### config.mk
export PLATFORM = sky130hd
export DESIGN_NAME = ips_ctrl
export DESIGN_NICKNAME = d
export VERILOG_FILES = /design/src/rtl/core/ips_pkg.sv /design/src/rtl/core/ips_ctrl.sv
export SDC_FILE = /design/constraint.sdc
export NUM_CORES = 1
export LEC_CHECK = 0
export ABC_AREA = 1
export ABC_CLOCK_PERIOD_IN_PS = 2410
export BUFFER_PORTS_ARGS = -buffer_cell sky130_fd_sc_hd__buf_2
export CAP_MARGIN = 10
export CELL_PAD_IN_SITES_DETAIL_PLACEMENT = 1
export CELL_PAD_IN_SITES_GLOBAL_PLACEMENT = 2
export CORE_MARGIN = 5
export CORE_UTILIZATION = 19
export CTS_CLUSTER_DIAMETER = 120
export CTS_CLUSTER_SIZE = 8
export DETAILED_ROUTE_END_ITERATION = 10
export HOLD_SLACK_MARGIN = 0.08
export PLACE_DENSITY = 0.89
export SYNTH_ARGS = -nofsm -noshare
export SYNTH_HDL_FRONTEND = slang
export SYNTH_SLANG_ARGS = --single-unit
### constraint.sdc
create_clock -name clk_i -period 2.41 [get_ports clk_i]
set_input_delay 0.241 -clock clk_i [delete_from_list [all_inputs] [get_ports clk_i]]
set_output_delay 0.241 -clock clk_i [all_outputs]
set_load 0.02 [all_outputs]
### src/rtl/core/ips_pkg.sv
// Package for the incremental prefix search block: payload structs, opcodes,
// result codes, controller states and the controller/datapath command bundles.
// No dependencies.
`default_nettype none

package ips_pkg;

  typedef enum logic [1:0] {
    OP_LETTER = 2'd0,
    OP_LENGTH = 2'd1,
    OP_START  = 2'd2,
    OP_EXTEND = 2'd3
  } ips_op_e;

  typedef enum logic [2:0] {
    ST_DONE    = 3'd0,
    ST_NONE    = 3'd1,
    ST_EXACT   = 3'd2,
    ST_PARTIAL = 3'd3,
    ST_FULL    = 3'd4
  } ips_status_e;

  typedef enum logic [3:0] {
    S_IDLE,
    S_EXEC,
    S_HI_RD,
    S_HI_CMP,
    S_LO_RD,
    S_LO_CMP,
    S_CHK,
    S_OUT
  } ips_state_e;

  localparam int unsigned WordCountBits = 13;

  typedef struct packed {
    ips_op_e     op;
    logic [11:0] entry_index;
    logic [3:0]  letter_position;
    logic [20:0] letter;
    logic [4:0]  word_length;
  } ips_in_t;

  typedef struct packed {
    ips_status_e status;
    logic [12:0] range_low;
    logic [12:0] range_high;
    logic [4:0]  prefix_length;
  } ips_out_t;

  // Controller to datapath
  typedef struct packed {
    logic        load_item;
    logic        exec;
    logic        rd_mid;
    logic        rd_low;
    logic        step_cmp;
    logic        hi_done;
    logic        commit;
    ips_status_e status;
    logic        load_out;
  } ips_cmd_t;

  // Datapath to controller
  typedef struct packed {
    ips_op_e op;
    logic    full;
    logic    empty;
    logic    lo_eq_end;
    logic    equal;
  } ips_stat_t;

endpackage

`default_nettype wire

### src/rtl/core/ips_ctrl.sv
// Controller of the incremental prefix search: sequences writes, the two
// lower-bound searches and the exact-match check. Uses ips_pkg.
`default_nettype none

module ips_ctrl (
  input  logic              clk_i,
  input  logic              rst_ni,
  input  logic              in_valid_i,
  output logic              in_ready_o,
  output logic              out_valid_o,
  input  logic              out_ready_i,
  input  ips_pkg::ips_stat_t stat_i,
  output ips_pkg::ips_cmd_t  cmd_o
);

  ips_pkg::ips_state_e state_q, state_d;
  logic out_valid_q, out_valid_d;

  // State and output valid registers
  always_ff @(posedge clk_i or negedge rst_ni) begin
    if (!rst_ni) begin
      state_q     <= ips_pkg::S_IDLE;
      out_valid_q <= 1'b0;
    end else begin
      state_q     <= state_d;
      out_valid_q <= out_valid_d;
    end
  end

  // Next state and commands
  always_comb begin
    state_d    = state_q;
    cmd_o      = '0;
    cmd_o.status = ips_pkg::ST_DONE;
    in_ready_o = 1'b0;
    out_valid_d = out_valid_q && !out_ready_i;
    case (state_q)
      ips_pkg::S_IDLE: begin
        in_ready_o = 1'b1;
        if (in_valid_i) begin
          cmd_o.load_item = 1'b1;
          state_d = ips_pkg::S_EXEC;
        end
      end
      ips_pkg::S_EXEC: begin
        cmd_o.exec = 1'b1;
        if (stat_i.op == ips_pkg::OP_EXTEND && !stat_i.full) state_d = ips_pkg::S_HI_RD;
        else state_d = ips_pkg::S_OUT;
      end
      ips_pkg::S_HI_RD: begin
        if (stat_i.empty) begin
          cmd_o.hi_done = 1'b1;
          state_d = ips_pkg::S_LO_RD;
        end else begin
          cmd_o.rd_mid = 1'b1;
          state_d = ips_pkg::S_HI_CMP;
        end
      end
      ips_pkg::S_HI_CMP: begin
        cmd_o.step_cmp = 1'b1;
        state_d = ips_pkg::S_HI_RD;
      end
      ips_pkg::S_LO_RD: begin
        if (stat_i.empty) begin
          if (stat_i.lo_eq_end) begin
            cmd_o.commit = 1'b1;
            cmd_o.status = ips_pkg::ST_NONE;
            state_d = ips_pkg::S_OUT;
          end else begin
            cmd_o.rd_low = 1'b1;
            state_d = ips_pkg::S_CHK;
          end
        end else begin
          cmd_o.rd_mid = 1'b1;
          state_d = ips_pkg::S_LO_CMP;
        end
      end
      ips_pkg::S_LO_CMP: begin
        cmd_o.step_cmp = 1'b1;
        state_d = ips_pkg::S_LO_RD;
      end
      ips_pkg::S_CHK: begin
        cmd_o.commit = 1'b1;
        cmd_o.status = stat_i.equal ? ips_pkg::ST_EXACT : ips_pkg::ST_PARTIAL;
        state_d = ips_pkg::S_OUT;
      end
      ips_pkg::S_OUT: begin
        if (!out_valid_q || out_ready_i) begin
          cmd_o.load_out = 1'b1;
          out_valid_d = 1'b1;
          state_d = ips_pkg::S_IDLE;
        end
      end
      default: state_d = ips_pkg::S_IDLE;
    endcase
  end

  assign out_valid_o = out_valid_q;

`ifndef SYNTHESIS
  a_step_nonempty: assert property (@(posedge clk_i) disable iff (!rst_ni)
    cmd_o.step_cmp |-> !stat_i.empty) else $error("compare step on empty range");
  a_commit_not_full: assert property (@(posedge clk_i) disable iff (!rst_ni)
    cmd_o.commit |-> !stat_i.full) else $error("commit with full prefix");
  a_item_exec: assert property (@(posedge clk_i) disable iff (!rst_ni)
    cmd_o.load_item |=> state_q == ips_pkg::S_EXEC) else $error("item not executed");
`endif

endmodule

`default_nettype wire

# --- After elaboration in Yosys (flattened, before gate mapping) ---
# Cells that the tools add are included.
op_classes:
  n_eq_ne: 10
  mux: 27
  reduce_logical: 10
ops:
  columns: ["cell", "n"]
  rows:
  - ["$pmux W4 S8", 1]
  - ["$mux W1", 18]
  - ["$eq A4 B3 Y1 const B", 4]
  - ["$mux W4", 4]
  - ["$eq A4 B2 Y1 const B", 2]
  - ["$pmux W4 S2", 1]
  - ["$mux W3", 2]
  - ["$eq A4 B1 Y1 const B", 1]
  - ["$logic_not A4 Y1", 1]
  - ["$ne A2 B2 Y1 const B", 2]
  - ["$reduce_or A2 Y1", 2]
  - ["$logic_not A1 Y1", 3]
  - ["$eq A2 B2 Y1 const B", 1]
  - ["$logic_and A1 B1 Y1", 2]
  - ["$mux W2", 1]
  - ["$reduce_and A2 Y1", 1]
  - ["$logic_or A1 B1 Y1", 1]
totals:
  regBits: 5
  output_inout_bits: 13
  word_cells: 49

# --- Longest topological paths before layout ---
# Gate-level depths: netlist (run 1).
depth:
  ltp_word: 4
  mapped_depth: 8
  depth_no_buf: 7

# --- Least setup slack after synthesis (run 1) ---
# Ideal clock, no wire load.
synth_timing:
  path_kind: "reg2out"
  from: "register state_q[0]"
  to: "output cmd_o[1] in the netlist's numbering"
  arrival_ps: 1105
  required_ps: 2169
  setup_slack_ps: 1064
  stages_incl_launch_ff: 4
  path_buffers: 0
  cell_sequence: "dfrtp_1 > inv_2 > nand3_2 > o21ai_0"
synth_lines:
  columns: ["item", "line", "text"]
  rows:
  - ["start: declaration", "ips_ctrl.sv:16", "ips_pkg::ips_state_e state_q, state_d;"]
  - ["start signal: assignment", "ips_ctrl.sv:22", "state_q <= ips_pkg::S_IDLE;"]
  - ["start signal: assignment", "ips_ctrl.sv:25", "state_q <= state_d;"]
  - ["end: declaration", "ips_ctrl.sv:13", "output ips_pkg::ips_cmd_t cmd_o"]

==> run summary, run 1 <==
========================================================================================================
Gr ovfl total                                                                                          0
Placed Cells incl. Taps                                                                              101
Floorplan die area                                                                            2880 sq um
Number of rows in the core area                                                                       15
Number of design-rule violations left by the first detailed-router iteration                          10
Setup WS post-layout                                                                            0.853 ns
Worst setup path end                                                                            cmd_o[1]
H-Tree Level Count                                                                                     1
Vias                                                                                                 435
Number of max-slew violations in the final report                                                      0
Pre-CTS setup slack                                                                              1.11 ns
Post_cts resized                                                                                       0
Maxcap violations                                                                                      0
DIE WIDTH                                                                                   53.6 microns
Netlist area before placement                                                                  362 sq um
Fraction of layout cells with a size suffix above 1                                                35.0%
Endpoint of the worst register-to-register path                                             state_q[0]$_DFFE_PN0P_
Placer's final routability congestion estimate                                                     0.691
Placed wire-length estimate                                                                  956 microns
Placeable core region                                                                         1760 sq um
Post-Syn Instances                                                                                    58
Vias in the first global route                                                                       439
Setup violation total in the final timing report                                                       0
Achievable clock frequency                                                                     0.642 GHz
Total negative slack                                                                                0 ns
Post-Route Skew                                                                              0.000687 ns
RSZ-0062 raised after global routing                                                               false
Capturing element type of the critical path                                                 primary output
Path class of the lowest-slack min-delay path                                                     in2reg
Starting density of the core                                                                       20.5%
Worst flop-to-flop path startpoint                                                          state_q[2]$_DFFE_PN0P_
Number of antenna violations at the first check in global routing                                      0
Area overhead of the layout relative to synthesis                                                  38.4%
Iteration count of the initial detailed-routing pass                                                   4
CP max stage delay                                                                               0.53 ns
FF-to-FF path depth                                                                                    7
Yosys warns                                                                                            0
Syn Nets                                                                                              68
Total routing resource utilization after global routing                                            9.04%
Critical Path, Cell by Cell                                                                 nand3_2 > o21ai_0 > buf_2
Worst hold margin                                                                               0.256 ns
Static power due to leakage                                                                     0.314 nW
Most used cells in the layout excluding fill and tap cells                                  sky130_fd_sc_hd__buf_2, sky130_fd_sc_hd__nor2_1, sky130_fd_sc_hd__nand2_1
Detailed Route WL                                                                           1160 microns
Type of the setup path with the least slack                                                      reg2out
Antenna Diode Count                                                                                    0
Clock buffer depth                                                                                     2
Maximum number of pins on one net before global-route repair                                          11
Worst-path cell with the longest stage delay                                                sky130_fd_sc_hd__dfrtp_1
Floorplan die height                                                                        53.6 microns
Total number of nets in the final design                                                              92
Final worst path period need                                                                     1.56 ns
Most common cell after layout, fill and taps aside                                          sky130_fd_sc_hd__buf_2
Cell area after layout                                                                         500 sq um
Final std cells w/o fill                                                                             105
Reg-to-reg slack, setup                                                                          1.12 ns
Clock tree root buffer cell                                                                 sky130_fd_sc_hd__clkbuf_4
Wire length per cell                                                                        11.0 microns
Number of distinct standard cells referenced by the synthesized netlist                               17
Portion of the post-synthesis area used by sequential elements                                     27.7%
Total number of clock tree sinks                                                                       4
Placed cell areas                                                                              468 sq um
CTS tree                                                                                           built
Worst VDD drop                                                                                0.000389 V
Latest clock arrival within the worst-skew pair                                                  0.23 ns
Filler Cells Inserted                                                                                252
Mean number of vias per cell                                                                        4.14
ANT nets after route                                                                                   0
Critical path peak fanout                                                                             10
Average cell area after synthesis                                                             6.23 sq um
Number of register bits inferred by synthesis                                                          4
First-pass GRT wire length                                                                  1930 microns
Critical path startpoint                                                                    state_q[2]$_DFFE_PN0P_
CTS buffer count                                                                                       3
Req. time, crit path                                                                             2.17 ns
Outcome                                                                                     complete, no violations
Power density over the cells                                                                1340 nW/um^2
Number of remaining DRC errors                                                                         0
Hold Fails Final Rpt                                                                                   0
Number of buffers inserted by port buffering                                                          21
Count of boundary I/O pins                                                                            23
Post-CTS clock slew at the launch and capture registers of the worst setup and hold paths        0.04 ns
Fin crit share                                                                                     64.6%
Kind of start point of the critical path                                                        register
Count of buffers added by post-CTS timing repair for setup                                             0
Signal arrival time at the worst endpoint                                                        1.32 ns
========================================================================================================
kinds of logic after synthesis:
logic type                Yosys count  synth area share, %
other                               1                 1.04
DFF                                 4                 27.7
buffers and inverters              13                 18.7
xor gates and xnor gates            1                 2.42
AOI/OAI and AO/OA                   6                 9.00
and+or+nand+nor                    33                 41.2
worst max-delay path, delay by kind of cell, from the launching register on:
| kind | cells | cell delay (ns) |
|---|---|---|
| DFF | 1 | 0.53 |
| AOI/OAI and AO/OA | 1 | 0.18 |
| buffers and inverters | 1 | 0.20 |
| and+or+nand+nor | 1 | 0.18 |
per-stage QoR:
step / total power, mW / util, %
3_3_place_gp: 0.575 / 26.5
2_1_floorplan: 0.486 / -
5_1_grt: 0.741 / 28.4
6_report: 0.668 / 28.4
3_5_place_dp: 0.585 / 26.5
4_1_cts: 0.677 / 28.4
metal layers:
layer | wire, microns | up-vias | GRT usage, %
li1 | - | 221 | -
met1 | 494 | 198 | 10.4
met2 | 609 | 13 | 16.7
met3 | 44 | 3 | 0.831
met4 | 9 | 0 | 3.83
met5 | 0 | - | 0
synthesized netlist by cell type, drive strengths merged:
library cell | number | share of area [%]
dfrtp | 4 | 28
a21oi | 2 | 2.8
conb | 1 | 1.0
nand3 | 4 | 6.9
inv | 10 | 10
nor2 | 17 | 20
o211ai | 1 | 2.1
nand4 | 2 | 3.5
o21ai | 3 | 4.2
xnor2 | 1 | 2.4
nand2 | 10 | 10
buf | 3 | 8.3
how the worst min path moves through the flow:
stage	start	endpoint	slack, ns	depth (start not counted)
3_3_place_gp	rst_ni	out_valid_o$_DFF_PN0_	0.05	1
4_1_cts	out_ready_i	out_valid_o$_DFF_PN0_	0.24	2
3_5_place_dp	rst_ni	state_q[0]$_DFFE_PN0P_	0.05	1
2_1_floorplan	rst_ni	out_valid_o$_DFF_PN0_	-0.05	0
6_report	out_ready_i	out_valid_o$_DFF_PN0_	0.26	2
5_1_grt	out_ready_i	out_valid_o$_DFF_PN0_	0.24	2
cell type report:
| cell class | count | area [sq um] | area share (%) |
|---|---|---|---|
| Clock buffer | 3 | 22.5 | 4.50 |
| Tap cell | 25 | 31.3 | 6.25 |
| Timing Repair Buffer | 22 | 115 | 23.0 |
| Sequential cell | 4 | 100 | 20.0 |
| Inverter | 10 | 37.5 | 7.50 |
| Multi-Input combinational cell | 41 | 194 | 38.8 |
registers in the layout (all words and copies together) (netlist names):
signal / flops
state_q: 3
out_valid_o: 1
what timing repair did:
| item | 4_1_cts | 5_1_grt |
|---|---|---|
| hold endpoints to repair | 4 | 0 |
| endpoints found under the setup margin | 0 | 0 |
| hold buffers | 1 | 0 |
power breakdown:
group	leakage (nW)	internal, mW	switching, mW
clock network	0.0138	0.0558	0.0287
logic	0.251	0.143	0.271
registers	0.0488	0.0993	0.0701
Note: power is estimated with default switching activity, not from simulation.
==> run 2, diff against run 1 <==
ABC_CLOCK_PERIOD_IN_PS = 1300   (was 2410)
CORE_UTILIZATION = 16   (was 19)
PLACE_DENSITY = 0.81   (was 0.89)
clock period = 1.3 ns   (was 2.41 ns; I/O delays follow)
==> run summary, run 2 (synthesis gave the netlist of run 1 again) <==
========================================================================================================
Mean number of vias per cell                                                                        4.07   -1.7%
Count of boundary I/O pins                                                                            23   unchanged
Signal arrival time at the worst endpoint                                                        1.29 ns   -0.03 ns
Cell internal power dissipation                                                                   751 uW   +150%
CTS tree                                                                                           built
Starting density of the core                                                                       16.5%   -4.0 points
CTS buffer count                                                                                       3   unchanged
Outcome                                                                                     finished, violations left
Worst VDD drop                                                                                0.000680 V   +75%
Fin crit share                                                                                      110%
Logic depth of the worst path, buffers included                                                        4   +1
Latest clock arrival within the worst-skew pair                                                  0.23 ns   about the same
Total number of nets in the final design                                                              97   +5.4%
Placed cell areas                                                                              472 sq um   +0.80%
Clock buffer depth                                                                                     2   unchanged
Placer's final routability congestion estimate                                                     0.722   +4.5%
Cell area after layout                                                                         609 sq um   +22%
Area overhead of the layout relative to synthesis                                                  68.5%
Largest register FFs                                                                                   3   unchanged
Placeable core region                                                                         2190 sq um   +24%
Number of antenna violations at the first check in global routing                                      0   unchanged
Vias in the first global route                                                                       458   +4.3%
Maximum number of pins on one net before global-route repair                                           9   -2
Worst flop-to-flop path startpoint                                                          state_q[2]$_DFFE_PN0P_
Worst hold margin                                                                               0.111 ns   -0.145 ns
DIE WIDTH                                                                                   57.5 microns   +7.3%
Combinational Power Share                                                                          69.2%   +7.2 points
Switching power                                                                                   768 uW   +110%
Power density over the cells                                                                2490 nW/um^2   +87%
Maxcap violations                                                                                      0   unchanged
Number of max-slew violations in the final report                                                      0   unchanged
Post-layout total power                                                                          1.52 mW   +130%
Placed wire-length estimate                                                                  905 microns   -5.4%
Static power due to leakage                                                                     0.339 nW   +7.9%
Endpoint of the worst register-to-register path                                             state_q[0]$_DFFE_PN0P_
Kind of start point of the critical path                                                        register
Setup violation total in the final timing report                                                       9   +9
Floorplan die area                                                                            3310 sq um   +15%
Filler Cells Inserted                                                                                275   +9.1%
Violations in the final reports                                                             negative setup slack
Largest register by flop count                                                                   state_q
Most common cell after layout, fill and taps aside                                          sky130_fd_sc_hd__nor2_1
Post-Route Skew                                                                              0.000681 ns   -0.00000613 ns
Detailed Route WL                                                                           1230 microns   +5.9%
Reg-to-reg slack, setup                                                                          0.08 ns   -1.04 ns
Total number of clock tree sinks                                                                       4   unchanged
Fraction of layout cells with a size suffix above 1                                                49.4%   +14 points
Achievable clock frequency                                                                     0.702 GHz
ANT nets after route                                                                                   0   unchanged
Req. time, crit path                                                                             1.17 ns   -1.00 ns
FF-to-FF path depth                                                                                    8   +1
First-pass GRT wire length                                                                  1910 microns   -0.73%
Clock power frac                                                                                    9.9%   -2.8 points
Number of buffers inserted by port buffering                                                          21   unchanged
H-Tree Level Count                                                                                     1   unchanged
Critical path peak fanout                                                                              6   -4
Utilization after layout                                                                           27.8%   -0.56 points
Most used cells in the layout excluding fill and tap cells                                  sky130_fd_sc_hd__nor2_1, sky130_fd_sc_hd__buf_2, sky130_fd_sc_hd__buf_4
Antenna Diode Count                                                                                    0   unchanged
Type of the setup path with the least slack                                                      reg2out
Worst setup path end                                                                            cmd_o[7]
Hold Fails Final Rpt                                                                                   0   unchanged
Path class of the lowest-slack min-delay path                                                     in2reg
Number of buffer and inverter instances along the worst setup path                                     1   unchanged
Number of remaining DRC errors                                                                         0   unchanged
Worst-path cell with the longest stage delay                                                sky130_fd_sc_hd__dfrtp_2
Part of the power in registers                                                                     20.9%   -4.5 points
RSZ-0062 raised after global routing                                                                true
Capturing element type of the critical path                                                 primary output
Number of rows in the core area                                                                       17   +2
Floorplan die height                                                                        57.5 microns   +7.3%
Wire length per cell                                                                        10.8 microns   -1.6%
Gr ovfl total                                                                                          0   unchanged
Setup WS post-layout                                                                           -0.124 ns   -0.977 ns
Post-CTS clock slew at the launch and capture registers of the worst setup and hold paths        0.04 ns   about the same
Total routing resource utilization after global routing                                            7.36%   -1.7 points
CP max stage delay                                                                               0.45 ns   -0.08 ns
Clock tree root buffer cell                                                                 sky130_fd_sc_hd__clkbuf_4
Final worst path period need                                                                     1.42 ns
Dominant delay contributor by cell family on the critical path                              simple AND/OR/NAND/NOR gates
Iteration count of the initial detailed-routing pass                                                   2   -2
Switch share                                                                                       50.6%   -4.8 points
Critical path startpoint                                                                    state_q[0]$_DFFE_PN0P_
Vias                                                                                                 460   +5.7%
Total negative slack                                                                           -0.475 ns   -0.475 ns
Critical Path, Cell by Cell                                                                 nor2_4 > nand3_1 > nor2_1 > buf_4
Number of design-rule violations left by the first detailed-router iteration                           7   -3
========================================================================================================
run 2: changes by cell type in the layout (fill, tap and decap cells not counted), moves of 3 or more:
cell,change
sky130_fd_sc_hd__buf_2,-9
sky130_fd_sc_hd__nand2_2,+3
sky130_fd_sc_hd__nand2_1,-3
sky130_fd_sc_hd__buf_6,+4
sky130_fd_sc_hd__dfrtp_2,+3
sky130_fd_sc_hd__dfrtp_1,-3
sky130_fd_sc_hd__buf_4,+10
run 2: worst register-to-register path, stage by stage, from the launching register on:
cell                      delay [ns]
sky130_fd_sc_hd__dfrtp_2        0.47
sky130_fd_sc_hd__buf_4          0.18
sky130_fd_sc_hd__nand2_2        0.08
sky130_fd_sc_hd__buf_4          0.11
sky130_fd_sc_hd__nor2_1         0.03
sky130_fd_sc_hd__nor2_1         0.09
sky130_fd_sc_hd__nand2_1        0.06
sky130_fd_sc_hd__nand2_1        0.05
sky130_fd_sc_hd__nand2_1        0.05
run 2: cell type report:
type / count / area, sq um / area share [%]
well taps: 28 / 35.0 / 5.75
repair buffers: 27 / 190 / 31.2
multi-input cells: 41 / 220 / 36.1
clock buffers: 3 / 22.5 / 3.70
inverters: 10 / 37.5 / 6.16
flip-flops and latches: 4 / 104 / 17.0
run 2: power by group through the flow:
stage	combinational, mW	clock (mW)	sequential [mW]
6_report	1.05	0.150	0.318
5_1_grt	1.15	0.169	0.332
4_1_cts	0.968	0.159	0.308
3_5_place_dp	0.770	0	0.316
3_3_place_gp	0.754	0	0.309
2_1_floorplan	0.658	0	0.242
run 2: repair_timing:
item                                    4_1_cts  5_1_grt
setup buffers                                 3        2
resized for setup                            19        6
pin swaps                                     2        3
endpoints found under the setup margin       11       11
hold buffers                                  1        0
hold endpoints to repair                      4        0
run 2: routing by layer:
layer | GRT usage [%] | up-vias | wire length [microns]
li1 | - | 235 | -
met1 | 8.43 | 217 | 550
met2 | 12.6 | 8 | 640
met4 | 3.97 | 0 | 0
met3 | 1.58 | 0 | 34
met5 | 0 | - | 0
run 2: worst min-delay path by stage:
stage,start,end,cells past startpoint
finish,out_ready_i,out_valid_o$_DFF_PN0_,2
global route,out_ready_i,out_valid_o$_DFF_PN0_,2
CTS,out_ready_i,out_valid_o$_DFF_PN0_,2
detailed placement,rst_ni,out_valid_o$_DFF_PN0_,1
global placement,rst_ni,out_valid_o$_DFF_PN0_,1
floorplan,rst_ni,out_valid_o$_DFF_PN0_,0
run 2: metrics by stage:
stage	std cells	worst slack, ns
finish	113	-0.124
global route	113	-0.196
detailed placement	104	0.0393
floorplan	58	0.0645
global placement	104	0.0734
CTS	111	-0.0685
==> run 3, diff against run 2 <==
CELL_PAD_IN_SITES_DETAIL_PLACEMENT = default   (was 1)
CELL_PAD_IN_SITES_GLOBAL_PLACEMENT = default   (was 2)
CORE_AREA = 5 5 42 44   (was default)
CORE_MARGIN = default   (was 5)
CORE_UTILIZATION = default   (was 16)
DIE_AREA = 0 0 47 49   (was default)
PLACE_DENSITY = 0.69   (was 0.81)
==> run summary, run 3 (synthesis gave the netlist of run 1 again) <==
========================================================================================================
Outcome                                                                                     finished, violations left
Violations in the final reports                                                             negative setup slack
Worst VDD drop                                                                                 0.00102 V   +50%
Total number of nets in the final design                                                              99   +2.1%
Maximum number of pins on one net before global-route repair                                           8   -1
Filler Cells Inserted                                                                                155   -44%
Switch share                                                                                       48.1%   -2.5 points
Part of the power in registers                                                                     19.9%   -1.0 points
Vias in the first global route                                                                       423   -7.6%
Clock tree root buffer cell                                                                 sky130_fd_sc_hd__clkbuf_4
Starting density of the core                                                                       25.8%   +9.3 points
Total routing resource utilization after global routing                                            9.52%   +2.2 points
Mean number of vias per cell                                                                        4.34   +6.6%
Area of the multi-input gates                                                                  209 sq um   -5.1%
Floorplan die height                                                                          49 microns   -15%
Detailed Route WL                                                                            986 microns   -20%
Signal arrival time at the worst endpoint                                                        1.21 ns   -0.08 ns
Static power due to leakage                                                                     0.344 nW   +1.6%
First-pass GRT wire length                                                                  1660 microns   -13%
Worst flop-to-flop path startpoint                                                          state_q[1]$_DFFE_PN0P_
CTS buffer count                                                                                       3   unchanged
Clock power frac                                                                                    9.8%   about the same
Achievable clock frequency                                                                     0.747 GHz   +6.4%
Switching power                                                                                   722 uW   -6.0%
Total number of clock tree sinks                                                                       4   unchanged
Fraction of layout cells with a size suffix above 1                                                49.4%   about the same
HP Start                                                                                     out_ready_i
Maxcap violations                                                                                      0   unchanged
DIE WIDTH                                                                                     47 microns   -18%
Power density over the cells                                                                2520 nW/um^2   +0.96%
Placed wire-length estimate                                                                  756 microns   -16%
Final worst path period need                                                                     1.34 ns   -0.0859 ns
Placeable core region                                                                         1400 sq um   -36%
Wire length per cell                                                                        9.57 microns   -12%
Count of boundary I/O pins                                                                            23   unchanged
Most used cells in the layout excluding fill and tap cells                                  sky130_fd_sc_hd__buf_4, sky130_fd_sc_hd__nor2_1, sky130_fd_sc_hd__buf_2
Area overhead of the layout relative to synthesis                                                  65.1%
Iteration count of the initial detailed-routing pass                                                   3   +1
Hold Fails Final Rpt                                                                                   0   unchanged
ANT nets after route                                                                                   0   unchanged
Fin crit share                                                                                      103%   -6.6 points
Gr ovfl total                                                                                          0   unchanged
Number of rows in the core area                                                                       14   -3
Type of the setup path with the least slack                                                      reg2out
Vias                                                                                                 447   -2.8%
Post-CTS clock slew at the launch and capture registers of the worst setup and hold paths        0.04 ns   about the same
Setup violation total in the final timing report                                                       4   -5
Clock buffer depth                                                                                     2   unchanged
Largest register FFs                                                                                   3   unchanged
Post-Route Skew                                                                               0.00463 ns   +0.00395 ns
Number of max-slew violations in the final report                                                      0   unchanged
Number of buffers inserted by port buffering                                                          21   unchanged
Critical path startpoint                                                                    state_q[2]$_DFFE_PN0P_
CTS tree                                                                                           built
Req. time, crit path                                                                             1.17 ns   about the same
Capturing element type of the critical path                                                 primary output
Utilization after layout                                                                           42.6%   +15 points
Total negative slack                                                                          -0.0722 ns   +0.403 ns
Combinational Power Share                                                                          70.3%   +1.1 points
FF/Latch Area                                                                                  104 sq um   unchanged
Number of antenna violations at the first check in global routing                                      0   unchanged
Latest clock arrival within the worst-skew pair                                                  0.23 ns   about the same
Antenna Diode Count                                                                                    0   unchanged
Number of remaining DRC errors                                                                         0   unchanged
Cell internal power dissipation                                                                   780 uW   +3.9%
Critical path peak fanout                                                                              7   +1
Most common cell after layout, fill and taps aside                                          sky130_fd_sc_hd__buf_4
Number of design-rule violations left by the first detailed-router iteration                          10   +3
Setup WS post-layout                                                                          -0.0380 ns   +0.0859 ns
Path class of the lowest-slack min-delay path                                                     in2reg
H-Tree Level Count                                                                                     1   unchanged
Largest register by flop count                                                                   state_q
RSZ-0062 raised after global routing                                                                true
Kind of start point of the critical path                                                        register
Floorplan die area                                                                            2300 sq um   -30%
Placer's final routability congestion estimate                                                     0.792   +9.7%
========================================================================================================
## run 3: cell count changes in the layout (fill, tap and decap cells not counted), moves of 2 or more
cell                      before  now
sky130_fd_sc_hd__nand2_2       3    1
sky130_fd_sc_hd__nand2_1       7    9
sky130_fd_sc_hd__buf_4        10   14
sky130_fd_sc_hd__nor2_2        1    3
## run 3: area by class of cell
cell class | instances | area share, %
Multi-Input combinational cell | 41 | 35.0
Timing Repair Buffer | 29 | 34.2
Sequential cell | 4 | 17.4
Inverter | 10 | 6.29
Clock buffer | 3 | 3.77
Tap cell | 16 | 3.35
## run 3: routing by layer
metal	wire length, microns	GRT usage, %	vias to the layer above
met5	0	0	-
met4	0	2.76	0
met3	75	3.32	0
met2	522	15.8	12
met1	388	11.0	198
li1	-	-	237
## run 3: worst paths after layout
kind	end	slack, ns	cells past startpoint
setup / recovery	cmd_o[8]	-0.04	4
hold / removal	out_valid_o$_DFF_PN0_	0.12	2
setup reg to reg	state_q[0]$_DFFE_PN0P_	0.08	7
hold reg to reg	out_valid_o$_DFF_PN0_	0.55	2
max in group asynchronous	state_q[0]$_DFFE_PN0P_	0.92	2
min in group asynchronous	state_q[1]$_DFFE_PN0P_	0.24	2
## run 3: through the flow
stage                     setup WS (ns)  power (mW)  area (sq um)  cells  hold slack, ns
final                           -0.0380        1.50           597    103           0.117
after global routing             -0.152        1.65           597    103           0.128
after detailed placement         0.0620        1.06           457     92         -0.0596
after CTS                       -0.0440        1.36           548    100           0.107
after global placement           0.0914        1.04           457     92         -0.0638
after floorplan                  0.0645       0.900           362     58          -0.166
## run 3: worst max-delay path: stages (launching register included)
cell and delay, ns:
sky130_fd_sc_hd__dfrtp_2 0.44, sky130_fd_sc_hd__nor2_1 0.11, sky130_fd_sc_hd__nand2_1 0.11, sky130_fd_sc_hd__a21oi_1 0.16, sky130_fd_sc_hd__buf_4 0.15
## run 3: power groups by stage
stage               Clock, mW  Sequential (mW)  Combinational [mW]
floorplan                   0            0.242               0.658
global placement            0            0.299               0.741
detailed placement          0            0.309               0.750
CTS                     0.153            0.302               0.907
global route            0.175            0.311                1.16
finish                  0.147            0.298                1.06
## run 3: repair_timing
item,CTS,global route
setup endpoints to repair,9,12
resized for setup,13,11
hold endpoints to repair,4,0
pin swaps,4,3
hold buffers,1,0
buffers inserted,4,3
